### config.mk
export PLATFORM = sky130hd
export DESIGN_NAME = rotated_box_largest_fit_top
export DESIGN_NICKNAME = d
export VERILOG_FILES = /design/src/design/rbf_pkg.sv /design/src/design/rbf_search.sv /design/src/design/rbf_place.sv /design/src/design/rotated_box_largest_fit_top.sv
export VERILOG_INCLUDE_DIRS = /design/src /design/src/design
export SDC_FILE = /design/constraint.sdc
export NUM_CORES = 2
export LEC_CHECK = 0
export ABC_AREA = 1
export BUFFER_PORTS_ARGS = -buffer_cell sky130_fd_sc_hd__buf_2
export CORE_ASPECT_RATIO = 1.75
export CORE_MARGIN = 4
export CORE_UTILIZATION = 51
export CTS_CLUSTER_DIAMETER = 30
export DETAILED_ROUTE_END_ITERATION = 6
export PLACE_DENSITY = 0.68
export REMOVE_ABC_BUFFERS = 1
export SLEW_MARGIN = 0
export SYNTH_ARGS = -nofsm -noshare
export SYNTH_HDL_FRONTEND = slang
export SYNTH_SLANG_ARGS = --single-unit
### constraint.sdc
create_clock -name clock -period 9.1 [get_ports clock]
set_input_delay 1.365 -clock clock [delete_from_list [all_inputs] [get_ports clock]]
set_output_delay 1.365 -clock clock [all_outputs]
set_load 0.03 [all_outputs]
### src/design/rotated_box_largest_fit_top_defines.svh
// ----------------------------------------------------------------------------
// Rotated box fitter assertion macros
// Implication checks used by the fitter RTL, clocked on the rising edge and
// disabled while reset is high.
// ----------------------------------------------------------------------------
`ifndef ROTATED_BOX_LARGEST_FIT_TOP_DEFINES_SVH
`define ROTATED_BOX_LARGEST_FIT_TOP_DEFINES_SVH

// same-cycle implication
`define RBF_ASSERT_IMP(label, clk, rst, ante, cons) \
   label: assert property (@(posedge clk) disable iff (rst) (ante) |-> (cons)) \
      else $error("rbf assertion failed");

// next-cycle implication
`define RBF_ASSERT_NEXT(label, clk, rst, ante, cons) \
   label: assert property (@(posedge clk) disable iff (rst) (ante) |=> (cons)) \
      else $error("rbf assertion failed");

`endif

### src/design/rbf_pkg.sv
// ----------------------------------------------------------------------------
// Rotated box fitter package
// Field widths, status structs and helpers shared by the fitter modules.
// ----------------------------------------------------------------------------
`default_nettype none

package rbf_pkg;

   localparam int BOX_W      = 10;
   localparam int ORG_W      = 15;
   localparam int TRIG_W     = 16;
   localparam int POS_W      = 16;
   localparam int AXIS_W     = 25;
   localparam int AREA_W     = 2 * BOX_W;
   localparam int PROD_W     = TRIG_W + BOX_W;
   localparam int REQ_DATA_W = 88;
   localparam int RSP_DATA_W = 104;

   typedef struct packed {
      logic busy;
      logic done;
   } unit_stat_type;

   function automatic logic [TRIG_W-1:0] trig_mag(input logic signed [TRIG_W-1:0] v);
      trig_mag = v[TRIG_W-1] ? TRIG_W'(-v) : TRIG_W'(v);
   endfunction

endpackage

`default_nettype wire

### src/design/rbf_search.sv
// ----------------------------------------------------------------------------
// Rotated box fitter search unit
// Walks widths and heights with running products and areas, one candidate
// per cycle through a shared add and compare datapath, keeping the best fit.
// ----------------------------------------------------------------------------
`default_nettype none
`include "rotated_box_largest_fit_top_defines.svh"

module rbf_search #(
   parameter int SIDE_MAX  = 1023,
   parameter int FRAC_BITS = 14
) (
   input  wire logic                        clock,
   input  wire logic                        reset,
   input  wire logic                        start,
   input  wire logic [rbf_pkg::BOX_W-1:0]   box_width,
   input  wire logic [rbf_pkg::BOX_W-1:0]   box_height,
   input  wire logic [rbf_pkg::TRIG_W-1:0]  mag_s,
   input  wire logic [rbf_pkg::TRIG_W-1:0]  mag_c,
   output rbf_pkg::unit_stat_type           stat,
   output logic      [rbf_pkg::BOX_W-1:0]   fit_width,
   output logic      [rbf_pkg::BOX_W-1:0]   fit_height
);

   localparam int BW     = rbf_pkg::BOX_W;
   localparam int AW     = rbf_pkg::AREA_W;
   localparam int PW     = rbf_pkg::PROD_W;
   localparam int ROOM_W = (((BW + FRAC_BITS) > PW) ? (BW + FRAC_BITS) : PW) + 2;

   typedef enum logic [2:0] {
      SR_IDLE = 3'b001,
      SR_SCAN = 3'b010,
      SR_DONE = 3'b100
   } srch_state_type;

   srch_state_type            state_ff, state_in;
   logic [BW-1:0]             lim_ff, lim_in;
   logic [BW-1:0]             w_ff, w_in;
   logic [BW-1:0]             h_ff, h_in;
   logic [AW-1:0]             area_ff, area_in;
   logic [AW-1:0]             best_ff, best_in;
   logic [BW-1:0]             fw_ff, fw_in;
   logic [BW-1:0]             fh_ff, fh_in;
   logic signed [ROOM_W-1:0]  rw_ff, rw_in;
   logic signed [ROOM_W-1:0]  rh_ff, rh_in;
   logic [PW-1:0]             ah_ff, ah_in;
   logic [PW-1:0]             ch_ff, ch_in;

   logic [BW-1:0]             max_side;
   logic [BW-1:0]             lim;
   logic                      fit;

   always_comb begin
      max_side = (box_width > box_height) ? box_width : box_height;
      lim      = (int'(max_side) > SIDE_MAX) ? BW'(SIDE_MAX) : max_side;
      fit      = ($signed(ROOM_W'(ah_ff)) <= rw_ff) && ($signed(ROOM_W'(ch_ff)) <= rh_ff);

      state_in = state_ff;
      lim_in   = lim_ff;
      w_in     = w_ff;
      h_in     = h_ff;
      area_in  = area_ff;
      best_in  = best_ff;
      fw_in    = fw_ff;
      fh_in    = fh_ff;
      rw_in    = rw_ff;
      rh_in    = rh_ff;
      ah_in    = ah_ff;
      ch_in    = ch_ff;

      unique case (state_ff)
         SR_IDLE: begin
            if (start) begin
               lim_in   = lim;
               w_in     = BW'(1);
               h_in     = BW'(1);
               area_in  = AW'(1);
               best_in  = '0;
               fw_in    = box_width;
               fh_in    = box_height;
               rw_in    = $signed(ROOM_W'(box_width) << FRAC_BITS) - $signed(ROOM_W'(mag_c));
               rh_in    = $signed(ROOM_W'(box_height) << FRAC_BITS) - $signed(ROOM_W'(mag_s));
               ah_in    = PW'(mag_s);
               ch_in    = PW'(mag_c);
               state_in = (lim == '0) ? SR_DONE : SR_SCAN;
            end
         end
         SR_SCAN: begin
            if (fit && (area_ff > best_ff)) begin
               best_in = area_ff;
               fw_in   = w_ff;
               fh_in   = h_ff;
            end
            if (fit && (h_ff != lim_ff)) begin
               h_in    = h_ff + BW'(1);
               ah_in   = ah_ff + PW'(mag_s);
               ch_in   = ch_ff + PW'(mag_c);
               area_in = area_ff + AW'(w_ff);
            end else if ((!fit && (h_ff == BW'(1))) || (w_ff == lim_ff)) begin
               // rooms only shrink with width: a failing first height ends the search
               state_in = SR_DONE;
            end else begin
               w_in    = w_ff + BW'(1);
               h_in    = BW'(1);
               rw_in   = rw_ff - $signed(ROOM_W'(mag_c));
               rh_in   = rh_ff - $signed(ROOM_W'(mag_s));
               ah_in   = PW'(mag_s);
               ch_in   = PW'(mag_c);
               area_in = AW'(w_ff) + AW'(1);
            end
         end
         SR_DONE: begin
            state_in = SR_IDLE;
         end
         default: begin
            state_in = SR_IDLE;
         end
      endcase
   end

   always_ff @(posedge clock) begin
      if (reset) begin
         state_ff <= SR_IDLE;
      end else begin
         state_ff <= state_in;
      end
      lim_ff  <= lim_in;
      w_ff    <= w_in;
      h_ff    <= h_in;
      area_ff <= area_in;
      best_ff <= best_in;
      fw_ff   <= fw_in;
      fh_ff   <= fh_in;
      rw_ff   <= rw_in;
      rh_ff   <= rh_in;
      ah_ff   <= ah_in;
      ch_ff   <= ch_in;
   end

   assign stat.busy  = (state_ff != SR_IDLE);
   assign stat.done  = (state_ff == SR_DONE);
   assign fit_width  = fw_ff;
   assign fit_height = fh_ff;

   `RBF_ASSERT_IMP(a_scan_bounds, clock, reset, state_ff == SR_SCAN, (h_ff != '0) && (h_ff <= lim_ff) && (w_ff != '0) && (w_ff <= lim_ff))
   `RBF_ASSERT_NEXT(a_best_grows, clock, reset, state_ff == SR_SCAN, best_ff >= $past(best_ff))

endmodule

`default_nettype wire

### src/design/rbf_place.sv
// ----------------------------------------------------------------------------
// Rotated box fitter placement unit
// One shared multiplier forms the four side products in turn; a short
// sequence then centers, shifts and saturates the result fields.
// ----------------------------------------------------------------------------
`default_nettype none

module rbf_place #(
   parameter int FRAC_BITS = 14
) (
   input  wire logic                              clock,
   input  wire logic                              reset,
   input  wire logic                              start,
   input  wire logic        [rbf_pkg::BOX_W-1:0]  fit_width,
   input  wire logic        [rbf_pkg::BOX_W-1:0]  fit_height,
   input  wire logic        [rbf_pkg::BOX_W-1:0]  box_width,
   input  wire logic        [rbf_pkg::BOX_W-1:0]  box_height,
   input  wire logic signed [rbf_pkg::ORG_W-1:0]  origin_x,
   input  wire logic signed [rbf_pkg::ORG_W-1:0]  origin_y,
   input  wire logic signed [rbf_pkg::TRIG_W-1:0] sine_q14,
   input  wire logic signed [rbf_pkg::TRIG_W-1:0] cosine_q14,
   input  wire logic        [rbf_pkg::TRIG_W-1:0] mag_s,
   input  wire logic        [rbf_pkg::TRIG_W-1:0] mag_c,
   output rbf_pkg::unit_stat_type                 stat,
   output logic             [rbf_pkg::POS_W-1:0]  placed_x,
   output logic             [rbf_pkg::POS_W-1:0]  placed_y,
   output logic             [rbf_pkg::AXIS_W-1:0] axis_x,
   output logic             [rbf_pkg::AXIS_W-1:0] axis_y
);

   localparam int TW  = rbf_pkg::TRIG_W;
   localparam int PW  = rbf_pkg::PROD_W;
   localparam int AXW = rbf_pkg::AXIS_W;
   localparam int PSW = rbf_pkg::POS_W;
   localparam int XW  = 22;
   localparam int VW  = XW + FRAC_BITS + 1;
   localparam logic [VW-1:0] FRAC_MASK = VW'((1 << FRAC_BITS) - 1);

   // product slots
   localparam logic [1:0] PRD_SH = 2'd0;
   localparam logic [1:0] PRD_CW = 2'd1;
   localparam logic [1:0] PRD_CH = 2'd2;
   localparam logic [1:0] PRD_SW = 2'd3;

   typedef enum logic [5:0] {
      PL_IDLE   = 6'b000001,
      PL_MUL    = 6'b000010,
      PL_CENTER = 6'b000100,
      PL_ROT_S  = 6'b001000,
      PL_ROT_C  = 6'b010000,
      PL_DONE   = 6'b100000
   } plc_state_type;

   plc_state_type          state_ff, state_in;
   logic [1:0]             step_ff, step_in;
   logic [PW-1:0]          prod_ff [4];
   logic signed [XW-1:0]   x_ff, x_in;
   logic signed [XW-1:0]   y_ff, y_in;
   logic [AXW-1:0]         axis_x_ff, axis_x_in;
   logic [AXW-1:0]         axis_y_ff, axis_y_in;

   logic [TW-1:0]          op_a;
   logic [rbf_pkg::BOX_W-1:0] op_b;
   logic [PW-1:0]          prod;
   logic [PW:0]            sum_w, sum_h;
   logic signed [XW-1:0]   diff_w, diff_h;
   logic signed [XW-1:0]   half_w, half_h;

   function automatic logic signed [XW-1:0] add_trunc(input logic signed [XW-1:0] base,
                                                     input logic [PW-1:0] add);
      logic signed [VW-1:0] v;
      logic signed [VW-1:0] r;
      v = (VW'(base) <<< FRAC_BITS) + $signed(VW'(add));
      if (v[VW-1]) begin
         r = (v + $signed(FRAC_MASK)) >>> FRAC_BITS;
      end else begin
         r = v >>> FRAC_BITS;
      end
      add_trunc = XW'(r);
   endfunction

   function automatic logic [AXW-1:0] axis_sat(input logic neg, input logic [PW-1:0] mag);
      logic big;
      logic [AXW-1:0] r;
      big = |mag[PW-1:AXW-1];
      if (neg) begin
         r = big ? {1'b1, {(AXW-1){1'b0}}} : AXW'(PW'(0) - mag);
      end else begin
         r = big ? {1'b0, {(AXW-1){1'b1}}} : AXW'(mag);
      end
      axis_sat = r;
   endfunction

   always_comb begin
      unique case (step_ff)
         PRD_SH: begin
            op_a = mag_s;
            op_b = fit_height;
         end
         PRD_CW: begin
            op_a = mag_c;
            op_b = fit_width;
         end
         PRD_CH: begin
            op_a = mag_c;
            op_b = fit_height;
         end
         PRD_SW: begin
            op_a = mag_s;
            op_b = fit_width;
         end
         default: begin
            op_a = mag_s;
            op_b = fit_width;
         end
      endcase
      prod = PW'(op_a) * PW'(op_b);

      sum_w  = (PW+1)'(prod_ff[PRD_SH]) + (PW+1)'(prod_ff[PRD_CW]);
      sum_h  = (PW+1)'(prod_ff[PRD_CH]) + (PW+1)'(prod_ff[PRD_SW]);
      diff_w = $signed(XW'(box_width)) - $signed(XW'(sum_w >> FRAC_BITS));
      diff_h = $signed(XW'(box_height)) - $signed(XW'(sum_h >> FRAC_BITS));
      half_w = (diff_w + $signed(XW'(diff_w[XW-1]))) >>> 1;
      half_h = (diff_h + $signed(XW'(diff_h[XW-1]))) >>> 1;

      state_in  = state_ff;
      step_in   = step_ff;
      x_in      = x_ff;
      y_in      = y_ff;
      axis_x_in = axis_x_ff;
      axis_y_in = axis_y_ff;

      unique case (state_ff)
         PL_IDLE: begin
            if (start) begin
               step_in  = PRD_SH;
               state_in = PL_MUL;
            end
         end
         PL_MUL: begin
            step_in = step_ff + 2'd1;
            if (step_ff == PRD_SW) begin
               state_in = PL_CENTER;
            end
         end
         PL_CENTER: begin
            x_in     = XW'(origin_x) + half_w;
            y_in     = XW'(origin_y) + half_h;
            state_in = PL_ROT_S;
         end
         PL_ROT_S: begin
            if (!sine_q14[TW-1] && (sine_q14 != '0)) begin
               x_in = add_trunc(x_ff, prod_ff[PRD_SH]);
            end else begin
               y_in = add_trunc(y_ff, prod_ff[PRD_SW]);
            end
            state_in = PL_ROT_C;
         end
         PL_ROT_C: begin
            if (cosine_q14[TW-1]) begin
               x_in = add_trunc(x_ff, prod_ff[PRD_CW]);
               y_in = add_trunc(y_ff, prod_ff[PRD_CH]);
            end
            axis_x_in = axis_sat(cosine_q14[TW-1], prod_ff[PRD_CW]);
            axis_y_in = axis_sat(sine_q14[TW-1], prod_ff[PRD_SW]);
            state_in  = PL_DONE;
         end
         PL_DONE: begin
            state_in = PL_IDLE;
         end
         default: begin
            state_in = PL_IDLE;
         end
      endcase
   end

   always_ff @(posedge clock) begin
      if (reset) begin
         state_ff <= PL_IDLE;
      end else begin
         state_ff <= state_in;
      end
      step_ff   <= step_in;
      x_ff      <= x_in;
      y_ff      <= y_in;
      axis_x_ff <= axis_x_in;
      axis_y_ff <= axis_y_in;
      if (state_ff == PL_MUL) begin
         prod_ff[step_ff] <= prod;
      end
   end

   assign stat.busy = (state_ff != PL_IDLE);
   assign stat.done = (state_ff == PL_DONE);
   assign placed_x  = PSW'(x_ff);
   assign placed_y  = PSW'(y_ff);
   assign axis_x    = axis_x_ff;
   assign axis_y    = axis_y_ff;

endmodule

`default_nettype wire

### src/design/rotated_box_largest_fit_top.sv
// ----------------------------------------------------------------------------
// Rotated box largest fit
// Finds the largest rectangle whose rotated bounding box fits a given box,
// then centers it and returns its placement and rotated width vector.
//
// Request channel req_*: one word per layout request, taken only while the
// block is idle. Response channel rsp_*: one word per request, held in an
// output register until taken.
// Order of work to rsp_tvalid: a start register, the search, a search done
// state, four products on one shared multiplier, three adder states and a
// placement done state. The search tests one candidate height per cycle,
// up to M heights for each of up to M widths, M = min(max(box_width,
// box_height), SIDE_MAX), and ends early once a width admits no height;
// with zero sine and cosine all sides fit. One request is in flight at a
// time: a new one is taken only after the last has left the placement unit.
// Reset clears the sequencers and the response valid; nothing else is kept.
// When the receiver stalls, a finished result waits in the placement unit
// behind the occupied output register and the block takes no new request.
// ----------------------------------------------------------------------------
`default_nettype none
`include "rotated_box_largest_fit_top_defines.svh"

module rotated_box_largest_fit_top #(
   parameter int SIDE_MAX  = 1023,
   parameter int FRAC_BITS = 14
) (
   input  wire logic                               clock,
   input  wire logic                               reset,
   input  wire logic                               req_tvalid,
   output logic                                    req_tready,
   // box_width[9:0], box_height[19:10], origin_x[34:20], origin_y[49:35],
   // sine_q14[65:50], cosine_q14[81:66], zero pad [87:82]
   input  wire logic [rbf_pkg::REQ_DATA_W-1:0]     req_tdata,
   output logic                                    rsp_tvalid,
   input  wire logic                               rsp_tready,
   // fit_width[9:0], fit_height[19:10], placed_x[35:20], placed_y[51:36],
   // axis_x[76:52], axis_y[101:77], zero pad [103:102]
   output logic      [rbf_pkg::RSP_DATA_W-1:0]     rsp_tdata
);

   localparam int BW  = rbf_pkg::BOX_W;
   localparam int OW  = rbf_pkg::ORG_W;
   localparam int TW  = rbf_pkg::TRIG_W;
   localparam int PSW = rbf_pkg::POS_W;
   localparam int AXW = rbf_pkg::AXIS_W;

   typedef enum logic [3:0] {
      TP_IDLE   = 4'b0001,
      TP_SEARCH = 4'b0010,
      TP_PLACE  = 4'b0100,
      TP_HOLD   = 4'b1000
   } top_state_type;

   top_state_type                 state_ff, state_in;
   logic                          srch_start_ff, srch_start_in;
   logic                          rsp_valid_ff, rsp_valid_in;
   logic [rbf_pkg::RSP_DATA_W-1:0] rsp_data_ff, rsp_data_in;
   logic [BW-1:0]                 box_w_ff, box_h_ff;
   logic signed [OW-1:0]          org_x_ff, org_y_ff;
   logic signed [TW-1:0]          sine_ff, cos_ff;

   logic                          req_accept;
   logic                          load;
   logic [TW-1:0]                 mag_s, mag_c;
   rbf_pkg::unit_stat_type        srch_stat;
   rbf_pkg::unit_stat_type        plc_stat;
   logic [BW-1:0]                 fit_w, fit_h;
   logic [PSW-1:0]                placed_x, placed_y;
   logic [AXW-1:0]                axis_x, axis_y;

   assign req_tready = (state_ff == TP_IDLE);
   assign req_accept = req_tvalid && req_tready;
   assign mag_s      = rbf_pkg::trig_mag(sine_ff);
   assign mag_c      = rbf_pkg::trig_mag(cos_ff);

   rbf_search #(
      .SIDE_MAX  (SIDE_MAX),
      .FRAC_BITS (FRAC_BITS)
   ) u_search (
      .clock      (clock),
      .reset      (reset),
      .start      (srch_start_ff),
      .box_width  (box_w_ff),
      .box_height (box_h_ff),
      .mag_s      (mag_s),
      .mag_c      (mag_c),
      .stat       (srch_stat),
      .fit_width  (fit_w),
      .fit_height (fit_h)
   );

   rbf_place #(
      .FRAC_BITS (FRAC_BITS)
   ) u_place (
      .clock      (clock),
      .reset      (reset),
      .start      (srch_stat.done),
      .fit_width  (fit_w),
      .fit_height (fit_h),
      .box_width  (box_w_ff),
      .box_height (box_h_ff),
      .origin_x   (org_x_ff),
      .origin_y   (org_y_ff),
      .sine_q14   (sine_ff),
      .cosine_q14 (cos_ff),
      .mag_s      (mag_s),
      .mag_c      (mag_c),
      .stat       (plc_stat),
      .placed_x   (placed_x),
      .placed_y   (placed_y),
      .axis_x     (axis_x),
      .axis_y     (axis_y)
   );

   always_comb begin
      load = (((state_ff == TP_PLACE) && plc_stat.done) || (state_ff == TP_HOLD))
             && (!rsp_valid_ff || rsp_tready);

      state_in      = state_ff;
      srch_start_in = req_accept;
      rsp_data_in   = rsp_data_ff;
      rsp_valid_in  = rsp_valid_ff;

      if (load) begin
         rsp_valid_in = 1'b1;
         rsp_data_in  = {2'b00, axis_y, axis_x, placed_y, placed_x, fit_h, fit_w};
      end else if (rsp_tready) begin
         rsp_valid_in = 1'b0;
      end

      unique case (state_ff)
         TP_IDLE: begin
            if (req_accept) begin
               state_in = TP_SEARCH;
            end
         end
         TP_SEARCH: begin
            if (srch_stat.done) begin
               state_in = TP_PLACE;
            end
         end
         TP_PLACE: begin
            if (plc_stat.done) begin
               state_in = load ? TP_IDLE : TP_HOLD;
            end
         end
         TP_HOLD: begin
            if (load) begin
               state_in = TP_IDLE;
            end
         end
         default: begin
            state_in = TP_IDLE;
         end
      endcase
   end

   always_ff @(posedge clock) begin
      if (reset) begin
         state_ff      <= TP_IDLE;
         srch_start_ff <= 1'b0;
         rsp_valid_ff  <= 1'b0;
      end else begin
         state_ff      <= state_in;
         srch_start_ff <= srch_start_in;
         rsp_valid_ff  <= rsp_valid_in;
      end
      rsp_data_ff <= rsp_data_in;
      if (req_accept) begin
         box_w_ff <= req_tdata[9:0];
         box_h_ff <= req_tdata[19:10];
         org_x_ff <= req_tdata[34:20];
         org_y_ff <= req_tdata[49:35];
         sine_ff  <= req_tdata[65:50];
         cos_ff   <= req_tdata[81:66];
      end
   end

   assign rsp_tvalid = rsp_valid_ff;
   assign rsp_tdata  = rsp_data_ff;

   `RBF_ASSERT_IMP(a_hold_output_full, clock, reset, state_ff == TP_HOLD, rsp_valid_ff)
   `RBF_ASSERT_IMP(a_accept_units_idle, clock, reset, req_accept, !srch_stat.busy && !plc_stat.busy)

endmodule

`default_nettype wire

==> reports/metrics.cfg <==
[run_status]
status = finished with violations
failed_checks = design-rule violations

[timing]
finalSetupTns_ns = 0
final.min_clock_period_ns = 8.11
hold_viol_final = 0
min_period_over_period_pct = 89.2
rsz0062_at_grt = no
drv_slew = 0
clock_skew_ns = 0.0554
worst_slew_pin_slew_ns = 1.27
slew_headroom_pct = 14.4
finalSetupViolCount = 0
clock.fmax_mhz = 123

[hold_path]
hold_depth = 0
hold_path_startpoint = u_place.axis_y[14]$_DFFE_PP_
hp-class = flip-flop to flip-flop
hold_end = rsp_tdata[91]$_DFFE_PP_

[place]
placed_cell_area_um2 = 51400
io_buffer_count = 189
place_hpwl_um = 132000
gp_congestion = 1.03

[setup_path]
crit_fanout = 6
reg2reg_slack_ns = 0.99
slowest_delay_ns = 0.81
crit_type = flip-flop to flip-flop
rr_worst_depth = 31
critical_path_arrival_ns = 8.47
worst_path_max_delay_cell = xnor2_1
worstSetupStartpointType = flip-flop
critPathBufInv = 8
worstReg2RegStart = cos_ff[0]$_DFFE_PP_
crit_family = adder cells
critPathLaunch = cos_ff[0]$_DFFE_PP_
cp.required_ns = 9.46
critical_path.endpoint_type = flip-flop
r2r_end = u_place.prod_ff[0][21]$_DFFE_PP_

[synth]
synth_seq_area_share_pct = 36.4
synth_seq_cells = 597
syn_inst = 6235
synth_flop_cell = edfxtp_1
yosys_warnings = 0
synth_edf_count = 582
synthesis.area_um2 = 48800
async_flop_share_pct = 0
avgSynthCellArea_um2 = 7.82
yosysUniqueCellTypes = 71

[layout]
fillCellCount = 8638
area_growth_pct = 13.0
multi_input_area_um2 = 27400
utilization_pct = 58.3
layout-drive-gt1-share_pct = 8.93
final_nets = 7103
seq_area_um2 = 17800
design_area_um2 = 55100

[job]
cap_violations = 0

[global_route]
antenna_found_initial = 13
grt_pass1_wl_um = 246000
track_usage_pct = 31.9
overflow = 0
grt_pass1_vias = 44200
grt_max_degree = 86

[floorplanning]
coreArea_um2 = 94500
die_height_um = 417
pin_count = 198
start_util_pct = 51.6
fp.dieArea_um2 = 101000
num_rows = 149
die_x_um = 242

[drt]
vias = 44500
drt-initial-drc-count = 3472
detail-route-antenna-nets = 0
drt-pass1-iter-count = 7
viasPerCell = 5.70
drcViolationCount = 11
wl_per_cell_um = 21.0
drt_wl_total_um = 164000

[cts]
cts_buffers = 103
cts_hold_buf = 0
clkTransAtPathRegs_ns = 0.06
post_cts_buffers = 0
cts-root-buf = clkbuf_16
cts_resized = 0
tritoncts = done
cts.sinks = 597
clk_latency_ns = 0.75
htreeDepth = 3
clock_path_buffers = 3

cells in the final DEF, fill, tap and decap left out, types with 123 or more instances in the layout:
cell type and instances:
nand3_1 453, edfxtp_1 582, inv_1 869, nand2_1 1530
xor2_1 156, o21ai_0 322, nor2_1 675, fa_1 123
buf_2 189, ha_1 385, a21oi_1 356
cell usage after synthesis, drive strengths merged (2+ instances only):
cell | count | area (µm²)
nor3 | 94 | 554
a211oi | 6 | 45.0
or3 | 3 | 18.8
nor2 | 719 | 2840
buf | 26 | 160
edfxtp | 582 | 17500
a21o | 17 | 128
ha | 385 | 4820
nand2 | 1558 | 5930
o221ai | 5 | 43.8
nand4 | 104 | 663
fa | 123 | 2460
xnor2 | 75 | 657
nand3b | 23 | 173
clkinv | 5 | 25.0
o211ai | 18 | 135
a31oi | 24 | 150
nor4 | 31 | 206
o21a | 20 | 150
nand3 | 460 | 2340
or2 | 26 | 163
o21ai | 354 | 1790
a221oi | 4 | 35.0
a21oi | 362 | 1830
o41ai | 3 | 26.3
clkbuf | 52 | 195
xor2 | 161 | 1470
o2111ai | 3 | 26.3
o31ai | 6 | 45.0
and3 | 2 | 12.5
inv | 891 | 3350
and2 | 8 | 50.1
o22ai | 7 | 43.8
o21bai | 31 | 233
dfxtp | 15 | 300
a21boi | 21 | 158
per-layer routing:
layer | share of wire (%) | track usage, % | up-vias | wire, µm
met1 | 33 | 30.6 | 20500 | 53300
met2 | 49 | 56.1 | 1820 | 79900
met3 | 6.3 | 5.31 | 763 | 10200
met5 | 0.0049 | 0 | - | 8
met4 | 12 | 32.9 | 2 | 20400
li1 | - | - | 21400 | -
how the worst max path moves through the flow:
stage / to / cells after the start
after floorplan: u_search.rh_ff[0]$_DFFE_PP_ / 5
after global placement: u_place.prod_ff[3][14]$_DFFE_PP_ / 18
after detailed placement: u_place.prod_ff[3][14]$_DFFE_PP_ / 18
after CTS: u_place.prod_ff[2][14]$_DFFE_PP_ / 18
after global routing: u_place.prod_ff[2][14]$_DFFE_PP_ / 18
final: u_place.prod_ff[0][21]$_DFFE_PP_ / 31
sequential cells by signal, summed over array words and instances (netlist names), 6 cells and up:
signal	flops
u_place.prod_ff	104
rsp_tdata	102
u_search.rh_ff	28
u_search.rw_ff	28
u_search.ah_ff	26
u_search.ch_ff	26
u_place.axis_x	25
u_place.axis_y	25
u_place.x_ff	22
u_place.y_ff	22
u_search.area_ff	20
u_search.best_ff	20
cos_ff	16
sine_ff	16
org_x_ff	15
org_y_ff	15
box_h_ff	10
box_w_ff	10
u_search.fit_height	10
u_search.fit_width	10
u_search.h_ff	10
u_search.lim_ff	10
u_search.w_ff	10
u_place.state_ff	6
area by class of cell:
type	instances	area share [%]
clock buffers	107	4.74
repair buffers	240	2.41
well taps	1208	2.74
inverters	896	6.12
diodes	6	0.0272
clock inverters	88	2.03
multi-input cells	4665	49.7
flip-flops and latches	597	32.3
cell families (layout without fill, tap and decap cells):
family	count (synthesis)	in the layout	share of synthesized area, %
AO/OA/AOI/OAI	889	889	10.1
XOR/XNOR	236	236	4.36
adder cells (fa/ha/maj)	508	508	14.9
buffers and inverters	974	1331	7.64
flip-flops	597	597	36.4
other	1	8	0.00769
AND/OR/NAND/NOR	3030	3030	26.6
per-stage QoR:
step	instances	setup slack (ns)	hold slack [ns]
CTS	7801	1.10	0.418
finish	7807	0.987	0.414
global placement	7606	1.23	0.403
detailed placement	7606	1.18	0.405
global route	7804	0.540	0.417
floorplan	6158	-1.60	0.400
Power is not shown: default switching activity piles up to over one toggle a cycle in this logic, so the estimate is an artifact.
